**src/binary_command_frame_parser_unit_macros.svh**
```systemverilog
// assertion macros shared by the frame parser modules
`ifndef BINARY_COMMAND_FRAME_PARSER_UNIT_MACROS_SVH
`define BINARY_COMMAND_FRAME_PARSER_UNIT_MACROS_SVH

// property checked every clock outside reset
`define BCFP_ASSERT(lbl, clk, rst_n, prop, msg) \
    lbl: assert property (@(posedge clk) disable iff (!rst_n) prop) else $error(msg);

// consequence checked in the clock after the antecedent
`define BCFP_ASSERT_NEXT(lbl, clk, rst_n, ante, cons, msg) \
    lbl: assert property (@(posedge clk) disable iff (!rst_n) (ante) |=> (cons)) else $error(msg);

`endif

```
**src/bcfp_pkg.sv**
```systemverilog
// types and constants of the binary command frame parser
package bcfp_pkg;

    localparam logic [7:0] START_BYTE = 8'h80;

    localparam int CMD_DEPTH = 2;

    localparam logic [2:0] CFG_CHECKSUM_ENABLE = 3'd0;
    localparam logic [2:0] CFG_CHECKSUM_BYTES  = 3'd1;
    localparam logic [2:0] CFG_MAX_PAYLOAD     = 3'd2;
    localparam logic [2:0] CFG_COMMAND_OPCODES = 3'd3;
    localparam logic [2:0] CFG_COMMAND_COUNT   = 3'd4;

    localparam logic [1:0] KIND_PAYLOAD  = 2'd0;
    localparam logic [1:0] KIND_COMPLETE = 2'd1;
    localparam logic [1:0] KIND_ERROR    = 2'd2;

    localparam logic [1:0] ST_FOUND       = 2'd0;
    localparam logic [1:0] ST_NOT_FOUND   = 2'd1;
    localparam logic [1:0] ST_WRONG_START = 2'd2;
    localparam logic [1:0] ST_TOO_LONG    = 2'd3;

    localparam logic [1:0] OP_PAYLOAD          = 2'd0;
    localparam logic [1:0] OP_COMPLETE         = 2'd1;
    localparam logic [1:0] OP_ERROR            = 2'd2;
    localparam logic [1:0] OP_PAYLOAD_COMPLETE = 2'd3;

    typedef struct packed {
        logic        checksum_enable;
        logic [2:0]  checksum_bytes;
        logic [15:0] max_payload;
        logic [63:0] command_opcodes;
        logic [3:0]  command_count;
    } t_cfg;

    typedef struct packed {
        logic [1:0]  op;
        logic [7:0]  data;
        logic [15:0] index;
        logic [1:0]  status;
        logic [31:0] frame_id;
        logic [7:0]  opcode;
        logic [7:0]  encrypt;
        logic [15:0] length;
        logic [31:0] checksum;
    } t_cmd;

    typedef struct packed {
        logic [1:0]  kind;
        logic [7:0]  payload_byte;
        logic [15:0] byte_index;
        logic [1:0]  status;
        logic [31:0] frame_id;
        logic [7:0]  opcode_out;
        logic [7:0]  encrypt_flag;
        logic [15:0] payload_length;
        logic [31:0] checksum_value;
        logic [2:0]  command_slot;
        logic        last;
    } t_res;

endpackage

```
**src/bcfp_front.sv**
```systemverilog
// frame parser front: byte state machine and header capture
module bcfp_front import bcfp_pkg::*; (
    input  logic       i_clk,
    input  logic       i_rst_n,
    input  logic       i_valid,
    input  logic [7:0] i_data_byte,
    input  t_cfg       i_cfg,
    output logic       o_cmd_valid,
    output t_cmd       o_cmd
);

    localparam logic [2:0] PH_IDLE = 3'd0;
    localparam logic [2:0] PH_ID   = 3'd1;
    localparam logic [2:0] PH_OPC  = 3'd2;
    localparam logic [2:0] PH_ENC  = 3'd3;
    localparam logic [2:0] PH_LEN  = 3'd4;
    localparam logic [2:0] PH_DATA = 3'd5;
    localparam logic [2:0] PH_CSUM = 3'd6;

    logic [2:0]  r_phase, n_phase;
    logic [15:0] r_cnt, n_cnt;
    logic [31:0] r_id, n_id;
    logic [7:0]  r_opc, n_opc;
    logic [7:0]  r_enc, n_enc;
    logic [15:0] r_len, n_len;
    logic [31:0] r_csum, n_csum;

    logic [15:0] len_new;
    logic [31:0] csum_new;
    logic [2:0]  csum_count;
    logic        data_end;

    assign len_new  = {r_len[7:0], i_data_byte};
    assign csum_new = {r_csum[23:0], i_data_byte};
    assign data_end = ({1'b0, r_cnt} + 17'd1) >= {1'b0, r_len};

    always_comb begin
        priority if (i_cfg.checksum_bytes == 3'd0) begin
            csum_count = 3'd1;
        end else if (i_cfg.checksum_bytes > 3'd4) begin
            csum_count = 3'd4;
        end else begin
            csum_count = i_cfg.checksum_bytes;
        end
    end

    always_comb begin
        n_phase = r_phase;
        n_cnt   = r_cnt;
        n_id    = r_id;
        n_opc   = r_opc;
        n_enc   = r_enc;
        n_len   = r_len;
        n_csum  = r_csum;

        o_cmd_valid    = 1'b0;
        o_cmd.op       = OP_PAYLOAD;
        o_cmd.data     = i_data_byte;
        o_cmd.index    = r_cnt;
        o_cmd.status   = ST_FOUND;
        o_cmd.frame_id = r_id;
        o_cmd.opcode   = r_opc;
        o_cmd.encrypt  = r_enc;
        o_cmd.length   = r_len;
        o_cmd.checksum = 32'd0;

        if (i_valid) begin
            unique case (r_phase)
                PH_IDLE: begin
                    n_cnt  = 16'd0;
                    n_id   = 32'd0;
                    n_opc  = 8'd0;
                    n_enc  = 8'd0;
                    n_len  = 16'd0;
                    n_csum = 32'd0;
                    if (i_data_byte == START_BYTE) begin
                        n_phase = PH_ID;
                        n_cnt   = 16'd4;
                    end else begin
                        o_cmd_valid    = 1'b1;
                        o_cmd.op       = OP_ERROR;
                        o_cmd.status   = ST_WRONG_START;
                        o_cmd.frame_id = 32'd0;
                        o_cmd.opcode   = 8'd0;
                        o_cmd.encrypt  = 8'd0;
                        o_cmd.length   = 16'd0;
                    end
                end
                PH_ID: begin
                    n_id  = {r_id[23:0], i_data_byte};
                    n_cnt = r_cnt - 16'd1;
                    if (r_cnt == 16'd1) begin
                        n_phase = PH_OPC;
                    end
                end
                PH_OPC: begin
                    n_opc   = i_data_byte;
                    n_phase = PH_ENC;
                end
                PH_ENC: begin
                    n_enc   = i_data_byte;
                    n_phase = PH_LEN;
                    n_cnt   = 16'd2;
                end
                PH_LEN: begin
                    n_len        = len_new;
                    n_cnt        = r_cnt - 16'd1;
                    o_cmd.length = len_new;
                    if (r_cnt == 16'd1) begin
                        priority if (len_new > i_cfg.max_payload) begin
                            o_cmd_valid  = 1'b1;
                            o_cmd.op     = OP_ERROR;
                            o_cmd.status = ST_TOO_LONG;
                            n_phase      = PH_IDLE;
                            n_cnt        = 16'd0;
                            n_id         = 32'd0;
                            n_opc        = 8'd0;
                            n_enc        = 8'd0;
                            n_len        = 16'd0;
                            n_csum       = 32'd0;
                        end else if (len_new == 16'd0 && i_cfg.checksum_enable) begin
                            n_csum  = 32'd0;
                            n_cnt   = {13'd0, csum_count};
                            n_phase = PH_CSUM;
                        end else if (len_new == 16'd0) begin
                            o_cmd_valid = 1'b1;
                            o_cmd.op    = OP_COMPLETE;
                            n_phase     = PH_IDLE;
                            n_cnt       = 16'd0;
                            n_id        = 32'd0;
                            n_opc       = 8'd0;
                            n_enc       = 8'd0;
                            n_len       = 16'd0;
                            n_csum      = 32'd0;
                        end else begin
                            n_phase = PH_DATA;
                            n_cnt   = 16'd0;
                        end
                    end
                end
                PH_DATA: begin
                    o_cmd_valid = 1'b1;
                    n_cnt       = r_cnt + 16'd1;
                    if (data_end && i_cfg.checksum_enable) begin
                        n_csum  = 32'd0;
                        n_cnt   = {13'd0, csum_count};
                        n_phase = PH_CSUM;
                    end else if (data_end) begin
                        o_cmd.op = OP_PAYLOAD_COMPLETE;
                        n_phase  = PH_IDLE;
                        n_cnt    = 16'd0;
                        n_id     = 32'd0;
                        n_opc    = 8'd0;
                        n_enc    = 8'd0;
                        n_len    = 16'd0;
                        n_csum   = 32'd0;
                    end
                end
                PH_CSUM: begin
                    n_csum = csum_new;
                    n_cnt  = r_cnt - 16'd1;
                    if (r_cnt == 16'd1) begin
                        o_cmd_valid    = 1'b1;
                        o_cmd.op       = OP_COMPLETE;
                        o_cmd.checksum = i_cfg.checksum_enable ? csum_new : 32'd0;
                        n_phase        = PH_IDLE;
                        n_cnt          = 16'd0;
                        n_id           = 32'd0;
                        n_opc          = 8'd0;
                        n_enc          = 8'd0;
                        n_len          = 16'd0;
                        n_csum         = 32'd0;
                    end
                end
                default: begin
                    n_phase = PH_IDLE;
                    n_cnt   = 16'd0;
                    n_id    = 32'd0;
                    n_opc   = 8'd0;
                    n_enc   = 8'd0;
                    n_len   = 16'd0;
                    n_csum  = 32'd0;
                end
            endcase
        end
    end

    always_ff @(posedge i_clk) begin
        if (!i_rst_n) begin
            r_phase <= PH_IDLE;
            r_cnt   <= 16'd0;
            r_id    <= 32'd0;
            r_opc   <= 8'd0;
            r_enc   <= 8'd0;
            r_len   <= 16'd0;
            r_csum  <= 32'd0;
        end else begin
            r_phase <= n_phase;
            r_cnt   <= n_cnt;
            r_id    <= n_id;
            r_opc   <= n_opc;
            r_enc   <= n_enc;
            r_len   <= n_len;
            r_csum  <= n_csum;
        end
    end

endmodule

```
**src/bcfp_fifo.sv**
```systemverilog
// small register queue between the parser front and back
`include "binary_command_frame_parser_unit_macros.svh"
module bcfp_fifo import bcfp_pkg::*; #(
    parameter type t_item = t_cmd,
    parameter int  DEPTH  = 2
) (
    input  logic  i_clk,
    input  logic  i_rst_n,
    input  logic  i_push,
    input  t_item i_data,
    output logic  o_full,
    input  logic  i_pop,
    output logic  o_empty,
    output t_item o_data
);

    localparam int PW = (DEPTH > 1) ? $clog2(DEPTH) : 1;
    localparam int CW = $clog2(DEPTH + 1);
    localparam logic [PW-1:0] LAST_PTR = PW'(DEPTH - 1);

    t_item         r_mem [DEPTH];
    logic [PW-1:0] r_wr, r_rd;
    logic [CW-1:0] r_cnt;

    assign o_full  = (r_cnt == CW'(DEPTH));
    assign o_empty = (r_cnt == CW'(0));
    assign o_data  = r_mem[r_rd];

    always_ff @(posedge i_clk) begin
        if (i_push) begin
            r_mem[r_wr] <= i_data;
        end
    end

    always_ff @(posedge i_clk) begin
        if (!i_rst_n) begin
            r_wr  <= '0;
            r_rd  <= '0;
            r_cnt <= '0;
        end else begin
            if (i_push) begin
                r_wr <= (r_wr == LAST_PTR) ? '0 : r_wr + PW'(1);
            end
            if (i_pop) begin
                r_rd <= (r_rd == LAST_PTR) ? '0 : r_rd + PW'(1);
            end
            if (i_push && !i_pop) begin
                r_cnt <= r_cnt + CW'(1);
            end else if (!i_push && i_pop) begin
                r_cnt <= r_cnt - CW'(1);
            end
        end
    end

    `BCFP_ASSERT(a_cnt_bound, i_clk, i_rst_n, r_cnt <= CW'(DEPTH), "queue count over depth")
    `BCFP_ASSERT(a_no_overflow, i_clk, i_rst_n, !(i_push && o_full), "push into full queue")
    `BCFP_ASSERT(a_no_underflow, i_clk, i_rst_n, !(i_pop && o_empty), "pop from empty queue")

endmodule

```
**src/bcfp_back.sv**
```systemverilog
// frame parser back: opcode lookup and expansion into result items
`include "binary_command_frame_parser_unit_macros.svh"
module bcfp_back import bcfp_pkg::*; #(
    parameter int MAX_COMMANDS = 8
) (
    input  logic i_clk,
    input  logic i_rst_n,
    input  t_cfg i_cfg,
    input  logic i_cmd_empty,
    input  t_cmd i_cmd,
    output logic o_cmd_pop,
    input  logic i_res_pop,
    output logic o_res_valid,
    output t_res o_res
);

    logic r_valid, n_valid;
    logic r_second, n_second;
    t_res r_res, n_res;

    logic       load;
    logic       found;
    logic [2:0] slot;

    assign load = !r_valid || i_res_pop;

    always_comb begin
        found = 1'b0;
        slot  = 3'd0;
        for (int i = 0; i < MAX_COMMANDS; i++) begin
            if (!found && (i_cfg.command_count > 4'(i))
                    && (i_cfg.command_opcodes[8*i +: 8] == i_cmd.opcode)) begin
                found = 1'b1;
                slot  = 3'(i);
            end
        end
    end

    always_comb begin
        n_valid   = r_valid && !i_res_pop;
        n_second  = r_second;
        n_res     = r_res;
        o_cmd_pop = 1'b0;

        if (load && !i_cmd_empty) begin
            n_valid              = 1'b1;
            n_res.kind           = KIND_PAYLOAD;
            n_res.payload_byte   = i_cmd.data;
            n_res.byte_index     = i_cmd.index;
            n_res.status         = ST_FOUND;
            n_res.frame_id       = i_cmd.frame_id;
            n_res.opcode_out     = i_cmd.opcode;
            n_res.encrypt_flag   = i_cmd.encrypt;
            n_res.payload_length = i_cmd.length;
            n_res.checksum_value = 32'd0;
            n_res.command_slot   = 3'd0;
            n_res.last           = 1'b1;
            o_cmd_pop            = 1'b1;

            if (r_second || i_cmd.op == OP_COMPLETE) begin
                n_res.kind           = KIND_COMPLETE;
                n_res.payload_byte   = 8'd0;
                n_res.byte_index     = 16'd0;
                n_res.status         = found ? ST_FOUND : ST_NOT_FOUND;
                n_res.checksum_value = i_cmd.checksum;
                n_res.command_slot   = found ? slot : 3'd0;
                n_second             = 1'b0;
            end else begin
                unique case (i_cmd.op)
                    OP_ERROR: begin
                        n_res.kind         = KIND_ERROR;
                        n_res.payload_byte = 8'd0;
                        n_res.byte_index   = 16'd0;
                        n_res.status       = i_cmd.status;
                    end
                    OP_PAYLOAD_COMPLETE: begin
                        n_res.last = 1'b0;
                        n_second   = 1'b1;
                        o_cmd_pop  = 1'b0;
                    end
                    default: begin
                    end
                endcase
            end
        end
    end

    always_ff @(posedge i_clk) begin
        if (!i_rst_n) begin
            r_valid  <= 1'b0;
            r_second <= 1'b0;
        end else begin
            r_valid  <= n_valid;
            r_second <= n_second;
        end
    end

    always_ff @(posedge i_clk) begin
        r_res <= n_res;
    end

    assign o_res_valid = r_valid;
    assign o_res       = r_res;

    `BCFP_ASSERT(a_second_has_cmd, i_clk, i_rst_n, r_second |-> !i_cmd_empty, "second half lost its item")
    `BCFP_ASSERT(a_second_op, i_clk, i_rst_n, r_second |-> (i_cmd.op == OP_PAYLOAD_COMPLETE), "second half on wrong item")
    `BCFP_ASSERT(a_last_kind, i_clk, i_rst_n, (r_valid && !r_res.last) |-> (r_res.kind == KIND_PAYLOAD), "non-final result not payload")
    `BCFP_ASSERT_NEXT(a_first_then_second, i_clk, i_rst_n, r_valid && !r_res.last, r_second || r_valid, "payload half without follow-up")

endmodule

```
**src/binary_command_frame_parser_unit.sv**
```systemverilog
// top level of the binary command frame parser
//
// channel   direction  handshake            payload
// input     in         i_push / o_full      i_data_byte
// result    out        o_empty / i_pop      o_kind .. o_last
// config    in         i_cfg_valid / o_cfg_ready  i_cfg_index, i_cfg_data
//
// one byte accepted per cycle unless o_full; results pass the queue and a register
// a final payload byte with no checksum gives a payload item, then a complete item
// o_full rises when the two-entry command queue fills behind an unpopped result
// synchronous reset loads the register defaults
// config writes complete every cycle; o_cfg_ready is always high
module binary_command_frame_parser_unit import bcfp_pkg::*; #(
    parameter int MAX_COMMANDS = 8
) (
    input  logic        i_clk,
    input  logic        i_rst_n,
    input  logic        i_push,
    output logic        o_full,
    input  logic [7:0]  i_data_byte,
    output logic        o_empty,
    input  logic        i_pop,
    output logic [1:0]  o_kind,
    output logic [7:0]  o_payload_byte,
    output logic [15:0] o_byte_index,
    output logic [1:0]  o_status,
    output logic [31:0] o_frame_id,
    output logic [7:0]  o_opcode_out,
    output logic [7:0]  o_encrypt_flag,
    output logic [15:0] o_payload_length,
    output logic [31:0] o_checksum_value,
    output logic [2:0]  o_command_slot,
    output logic        o_last,
    input  logic        i_cfg_valid,
    output logic        o_cfg_ready,
    input  logic [2:0]  i_cfg_index,
    input  logic [63:0] i_cfg_data
);

    t_cfg r_cfg;
    logic accept;
    logic cmd_valid, cmd_full, cmd_empty, cmd_pop;
    t_cmd cmd_in, cmd_head;
    logic res_valid;
    t_res res;

    assign o_cfg_ready = 1'b1;
    assign accept      = i_push && !cmd_full;
    assign o_full      = cmd_full;

    always_ff @(posedge i_clk) begin
        if (!i_rst_n) begin
            r_cfg.checksum_enable <= 1'b0;
            r_cfg.checksum_bytes  <= 3'd2;
            r_cfg.max_payload     <= 16'd1024;
            r_cfg.command_opcodes <= 64'd0;
            r_cfg.command_count   <= 4'd0;
        end else if (i_cfg_valid) begin
            unique case (i_cfg_index)
                CFG_CHECKSUM_ENABLE: r_cfg.checksum_enable <= i_cfg_data[0];
                CFG_CHECKSUM_BYTES:  r_cfg.checksum_bytes  <= i_cfg_data[2:0];
                CFG_MAX_PAYLOAD:     r_cfg.max_payload     <= i_cfg_data[15:0];
                CFG_COMMAND_OPCODES: r_cfg.command_opcodes <= i_cfg_data;
                CFG_COMMAND_COUNT:   r_cfg.command_count   <= i_cfg_data[3:0];
                default: begin
                end
            endcase
        end
    end

    bcfp_front u_front (
        .i_clk       (i_clk),
        .i_rst_n     (i_rst_n),
        .i_valid     (accept),
        .i_data_byte (i_data_byte),
        .i_cfg       (r_cfg),
        .o_cmd_valid (cmd_valid),
        .o_cmd       (cmd_in)
    );

    bcfp_fifo #(
        .t_item (t_cmd),
        .DEPTH  (CMD_DEPTH)
    ) u_queue (
        .i_clk   (i_clk),
        .i_rst_n (i_rst_n),
        .i_push  (cmd_valid),
        .i_data  (cmd_in),
        .o_full  (cmd_full),
        .i_pop   (cmd_pop),
        .o_empty (cmd_empty),
        .o_data  (cmd_head)
    );

    bcfp_back #(
        .MAX_COMMANDS (MAX_COMMANDS)
    ) u_back (
        .i_clk       (i_clk),
        .i_rst_n     (i_rst_n),
        .i_cfg       (r_cfg),
        .i_cmd_empty (cmd_empty),
        .i_cmd       (cmd_head),
        .o_cmd_pop   (cmd_pop),
        .i_res_pop   (i_pop),
        .o_res_valid (res_valid),
        .o_res       (res)
    );

    assign o_empty          = !res_valid;
    assign o_kind           = res.kind;
    assign o_payload_byte   = res.payload_byte;
    assign o_byte_index     = res.byte_index;
    assign o_status         = res.status;
    assign o_frame_id       = res.frame_id;
    assign o_opcode_out     = res.opcode_out;
    assign o_encrypt_flag   = res.encrypt_flag;
    assign o_payload_length = res.payload_length;
    assign o_checksum_value = res.checksum_value;
    assign o_command_slot   = res.command_slot;
    assign o_last           = res.last;

endmodule
```
**config.mk**
```make
export PLATFORM = sky130hd
export DESIGN_NAME = binary_command_frame_parser_unit
export DESIGN_NICKNAME = d
export VERILOG_FILES = /design/src/bcfp_pkg.sv /design/src/bcfp_front.sv /design/src/bcfp_fifo.sv /design/src/bcfp_back.sv /design/src/binary_command_frame_parser_unit.sv
export VERILOG_INCLUDE_DIRS = /design/src /design/src/src
export SDC_FILE = /design/constraint.sdc
export NUM_CORES = 1
export LEC_CHECK = 0
export ABC_CLOCK_PERIOD_IN_PS = 8500
export BUFFER_PORTS_ARGS = -buffer_cell sky130_fd_sc_hd__buf_4
export CAP_MARGIN = 20
export CORE_MARGIN = 5
export CORE_UTILIZATION = 50
export CTS_BUF_LIST = sky130_fd_sc_hd__clkbuf_8
export CTS_CLUSTER_DIAMETER = 150
export DETAILED_ROUTE_END_ITERATION = 7
export HOLD_SLACK_MARGIN = 0.12
export PLACE_DENSITY = 0.69
export RECOVER_POWER = 50
export SLEW_MARGIN = 15
export SYNTH_ARGS = -nofsm -noshare
export SYNTH_HDL_FRONTEND = slang
export SYNTH_SLANG_ARGS = --single-unit
```
**constraint.sdc**
```tcl
create_clock -name i_clk -period 8.5 [get_ports i_clk]
set_clock_uncertainty 0.05 [all_clocks]
set_input_delay 0.425 -clock i_clk [delete_from_list [all_inputs] [get_ports i_clk]]
set_output_delay 0.425 -clock i_clk [all_outputs]
set_load 0.005 [all_outputs]
```
==> impl_table.tex <==
\begin{tabular}{lr}
\hline
Metric & Value \\
\hline
\multicolumn{2}{l}{\textbf{Logic synthesis}} \\
Total nets after synthesis & 2,170 \\
Post-synthesis async set-or-reset flop share & 0 \\
Area of the mapped netlist & 24,270 um\^{}2 \\
Instance count of the mapped netlist & 2,054 \\
Portion of synthesized cell area occupied by the leading cell type & 0.4653 \\
Number of warning messages in the yosys log & 0 \\
Register bit total from synthesis & 578 \\
Commonest cells in the netlist & 376 x sky130\_fd\_sc\_hd\_\_edfxtp\_1, 239 x sky130\_fd\_sc\_hd\_\_nand2\_1, 202 x sky130\_fd\_sc\_hd\_\_dfxtp\_1 \\
Yosys cell types & 77 \\
Number of enable-type register cells in the synthesized netlist & 376 \\
Synth Flop Type & sky130\_fd\_sc\_hd\_\_edfxtp\_1 \\
Seq/Total Area, Yosys & 0.6319 \\
Yosys top cell by area & sky130\_fd\_sc\_hd\_\_edfxtp\_1 \\
Dominant cells by area after synthesis & sky130\_fd\_sc\_hd\_\_edfxtp\_1 47\%, sky130\_fd\_sc\_hd\_\_dfxtp\_1 17\%, sky130\_fd\_sc\_hd\_\_nand2\_1 3.7\% \\
Average cell area after synthesis & 11.81 um\^{}2 \\
Library cell with the highest instance count after synthesis & sky130\_fd\_sc\_hd\_\_edfxtp\_1 \\
\multicolumn{2}{l}{\textbf{STA}} \\
Maximum clock frequency & 161.2 MHz \\
Post-route minimum period & 6.203 ns \\
Number of endpoints failing setup at the final stage & 0 \\
Final hold violations & 0 \\
Setup TNS Final & 0 ns \\
Remaining max-slew budget at the tightest pin & -2.079 \\
RSZ-0062 raised after global routing & false \\
Transition time of the tightest slew-check pin & 4.618 ns \\
Fin crit share & 0.7297 \\
Number of slew-limit violations in the final report & 350 \\
\multicolumn{2}{l}{\textbf{Critical path}} \\
Largest fanout of any net on the critical path & 65 \\
Depth of the most critical reg-to-reg path & 8 \\
Required time of the worst setup path & 8.84 ns \\
Critical Path Start Type & register \\
Capturing point of the worst reg2reg path & u\_back.o\_res[100]\$\_DFFE\_PP\_ \\
Setup slack, reg-to-reg & 2.30 ns \\
Crit path to & u\_back.o\_res[100]\$\_DFFE\_PP\_ \\
Arrival time reported for the critical path endpoint & 6.54 ns \\
Category of the most critical setup path & reg2reg \\
Setup crit end kind & register \\
\multicolumn{2}{l}{\textbf{Global route}} \\
Maximum number of pins on one net before global-route repair & 107 \\
Initial antenna violation count & 1 \\
GRT Total Usage & 0.2221 \\
Global-route wire length before repair & 94,270 um \\
Congestion Overflow GR & 0 \\
Number of global-route vias before repair & 16,910 \\
\multicolumn{2}{l}{\textbf{Status}} \\
Failing checks & max-capacitance violations, max-slew violations \\
Run status & complete, but fails checks \\
\multicolumn{2}{l}{\textbf{Drt}} \\
Final wirelength & 60,080 um \\
Routed len/inst & 19.92 um \\
Drt first pass iters & 5 \\
Ratio of routed vias to standard cells & 5.606 \\
Number of routed nets with antenna violations & 0 \\
Remaining DRCs & 0 \\
Starting DRC count in detailed routing & 1,505 \\
Total number of vias & 16,910 \\
\multicolumn{2}{l}{\textbf{CTS}} \\
Longest Clk Path Bufs & 3 \\
Clock buffer count from CTS & 92 \\
Setup repair bufs after CTS & 0 \\
Resized cells post-CTS & 0 \\
Clk Tree Root Cell & sky130\_fd\_sc\_hd\_\_clkbuf\_8 \\
CTS H-tree depth & 3 \\
Sink count of the clock tree & 578 \\
TritonCTS clock tree & built \\
Register clock-pin slew on the reported worst setup and hold paths & 0.06 ns \\
Clock latency reported for the late side of the worst-skew pair & 0.68 ns \\
\multicolumn{2}{l}{\textbf{Power and ir drop}} \\
Maximum ir drop on the vdd rail & 0.1701 mV \\
PD cells & 268.1 nW/um\^{}2 \\
Overall power & 7.686 mW \\
LEAKAGE & 10.39 nW \\
\multicolumn{2}{l}{\textbf{Floorplan}} \\
Die outline width & 230.3 um \\
Number of top-level pins & 211 \\
Std-Cell Rows & 80 \\
Effective utilization at floorplan & 0.5072 \\
Core area & 47,850 um\^{}2 \\
Vertical extent of the die & 230.3 um \\
Area of the die & 53,040 um\^{}2 \\
\multicolumn{2}{l}{\textbf{Flow run}} \\
Max-cap violations & 7 \\
\multicolumn{2}{l}{\textbf{Finish}} \\
Synthesis-to-layout area growth & 18.14\% \\
FF+latch area & 15,340 um\^{}2 \\
Layout cell share with drive strength beyond 1 & 0.1654 \\
NumNets Final & 2,441 \\
Combined area of the multi-input logic cells & 8182 um\^{}2 \\
Fillcell total & 3,881 \\
\multicolumn{2}{l}{\textbf{Placed design}} \\
Hpwl dp & 37,670 um \\
IO Port Bufs & 209 \\
Global placer's final weighted congestion & 0.8963 \\
\multicolumn{2}{l}{\textbf{Min path}} \\
Class of the tightest hold or removal check & in2reg \\
\hline
\end{tabular}
-- logic make-up after synthesis --
family                     Yosys count  synth area share
and+or+nand+nor                    654            0.1316
DFF                                578            0.6319
AOI/OAI and AO/OA                  369           0.09085
buffers and inverters              190           0.03269
muxes                              139           0.06275
xor gates and xnor gates            87           0.03140
adders and majority gates           36           0.01856
other                                1         0.0001545
-- worst min-delay path by stage --
stage                                    start                         endpoint  slack, ns  cells past startpoint
5_1_grt                            i_cfg_valid           r_cfg[87]$_SDFFE_PN0P_       0.20                      4
2_1_floorplan    u_front.r_cnt[4]$_SDFFE_PN0P_  u_queue.r_mem[0][102]$_DFFE_PP_       0.37                      0
3_5_place_dp   u_front.r_csum[21]$_SDFFE_PN0P_  u_front.r_csum[21]$_SDFFE_PN0P_       0.39                      2
4_1_cts                                i_rst_n           r_cfg[85]$_SDFFE_PN1P_       0.12                      2
3_3_place_gp   u_front.r_csum[16]$_SDFFE_PN0P_  u_front.r_csum[16]$_SDFFE_PN0P_       0.39                      2
6_report                           i_cfg_valid           r_cfg[87]$_SDFFE_PN0P_       0.22                      4
-- cell type report --
cell class / count / share of cell area
Clock inverter: 63 / 0.009689
Timing Repair Buffer: 309 / 0.08437
Inverter: 58 / 0.007682
Sequential cell: 578 / 0.5350
Tap cell: 615 / 0.02684
Clock buffer: 106 / 0.05089
Multi-Input combinational cell: 1286 / 0.2854
Antenna cell: 1 / 0.00008729
-- registers in the layout, summed over array words and instances, names as in the netlist, named ones only --
signal	count
u_queue.r_rd	1
u_front.r_id	32
u_queue.r_cnt	2
u_back.r_second	1
u_queue.r_wr	1
u_front.r_opc	8
r_cfg	88
u_front.r_csum	24
u_back.o_res	128
u_front.r_len	16
u_back.o_res_valid	1
u_queue.r_mem	248
u_front.r_cnt	16
u_front.r_phase	3
u_front.r_enc	8
-- routing by layer --
metal  part of all wire  wire length, um  global-route usage
met4              0.023             1401             0.07547
met5                  0                0                   0
met2               0.48            28870              0.3612
met1               0.43            25920              0.3010
met3              0.065             3886             0.04441
-- stage by stage --
| step | std cells | hold slack [ns] | util | instance area, um^2 | worst slack (ns) |
|---|---|---|---|---|---|
| after floorplan | 2054 | 0.3702 | - | 24270 | 0.6794 |
| after global placement | 2766 | 0.3897 | 0.5490 | 26270 | 3.938 |
| after detailed placement | 2766 | 0.3876 | 0.5490 | 26270 | 3.811 |
| after CTS | 3011 | 0.1233 | 0.6012 | 28770 | 3.779 |
| after global routing | 3016 | 0.2029 | 0.5992 | 28670 | 1.795 |
| final | 3016 | 0.2218 | 0.5992 | 28670 | 2.297 |
-- timing repair --
item,in CTS,in global routing
setup endpoints to repair,0,0
hold endpoints to repair,137,0
hold buffers,76,0
-- cells in the final DEF (no fill, tap or decap), types with 7 or more instances in the layout --
master                          count
sky130_fd_sc_hd__a211oi_1           8
sky130_fd_sc_hd__a21o_1             9
sky130_fd_sc_hd__a21oi_1          151
sky130_fd_sc_hd__a22o_1            16
sky130_fd_sc_hd__a31o_1            10
sky130_fd_sc_hd__a31o_2             7
sky130_fd_sc_hd__a31oi_1            8
sky130_fd_sc_hd__and2_0            49
sky130_fd_sc_hd__and2_1            35
sky130_fd_sc_hd__and3_1            17
sky130_fd_sc_hd__buf_4             86
sky130_fd_sc_hd__clkbuf_1          34
sky130_fd_sc_hd__clkbuf_4         110
sky130_fd_sc_hd__clkbuf_8         106
sky130_fd_sc_hd__dfxtp_1          201
sky130_fd_sc_hd__dlygate4sd3_1     76
sky130_fd_sc_hd__edfxtp_1         376
sky130_fd_sc_hd__ha_1              36
sky130_fd_sc_hd__inv_1            106
sky130_fd_sc_hd__mux2_1            14
sky130_fd_sc_hd__mux2_2            42
sky130_fd_sc_hd__mux2i_1           79
sky130_fd_sc_hd__nand2_1          239
sky130_fd_sc_hd__nand3_1           17
sky130_fd_sc_hd__nand4_1           79
sky130_fd_sc_hd__nor2_1           123
sky130_fd_sc_hd__nor3_1            32
sky130_fd_sc_hd__nor4_1             8
sky130_fd_sc_hd__o211ai_1          11
sky130_fd_sc_hd__o21ai_0           46
sky130_fd_sc_hd__o21ai_1           59
sky130_fd_sc_hd__or3_1              9
sky130_fd_sc_hd__xnor2_1           50
sky130_fd_sc_hd__xor2_1            37
-- critical path: stages (launching register included) --
cell                       delay [ns]
sky130_fd_sc_hd__dfxtp_4         0.56
sky130_fd_sc_hd__clkbuf_1        2.98
sky130_fd_sc_hd__mux2i_4         0.93
sky130_fd_sc_hd__xor2_1          0.21
sky130_fd_sc_hd__nand4_1         0.14
sky130_fd_sc_hd__or4_1           0.56
sky130_fd_sc_hd__nand2b_1        0.14
sky130_fd_sc_hd__or4_1           0.18
sky130_fd_sc_hd__o21ai_0         0.13
-- power by group --
| part | switching, mW | leakage, nW | internal [mW] |
|---|---|---|---|
| Combinational | 1.01 | 4.05 | 0.683 |
| Clock | 1.06 | 1.06 | 1.14 |
| Sequential | 0.155 | 5.27 | 3.63 |
| Total | 2.23 | 10.4 | 5.46 |
No activity file was read; power rests on OpenSTA's default activity.
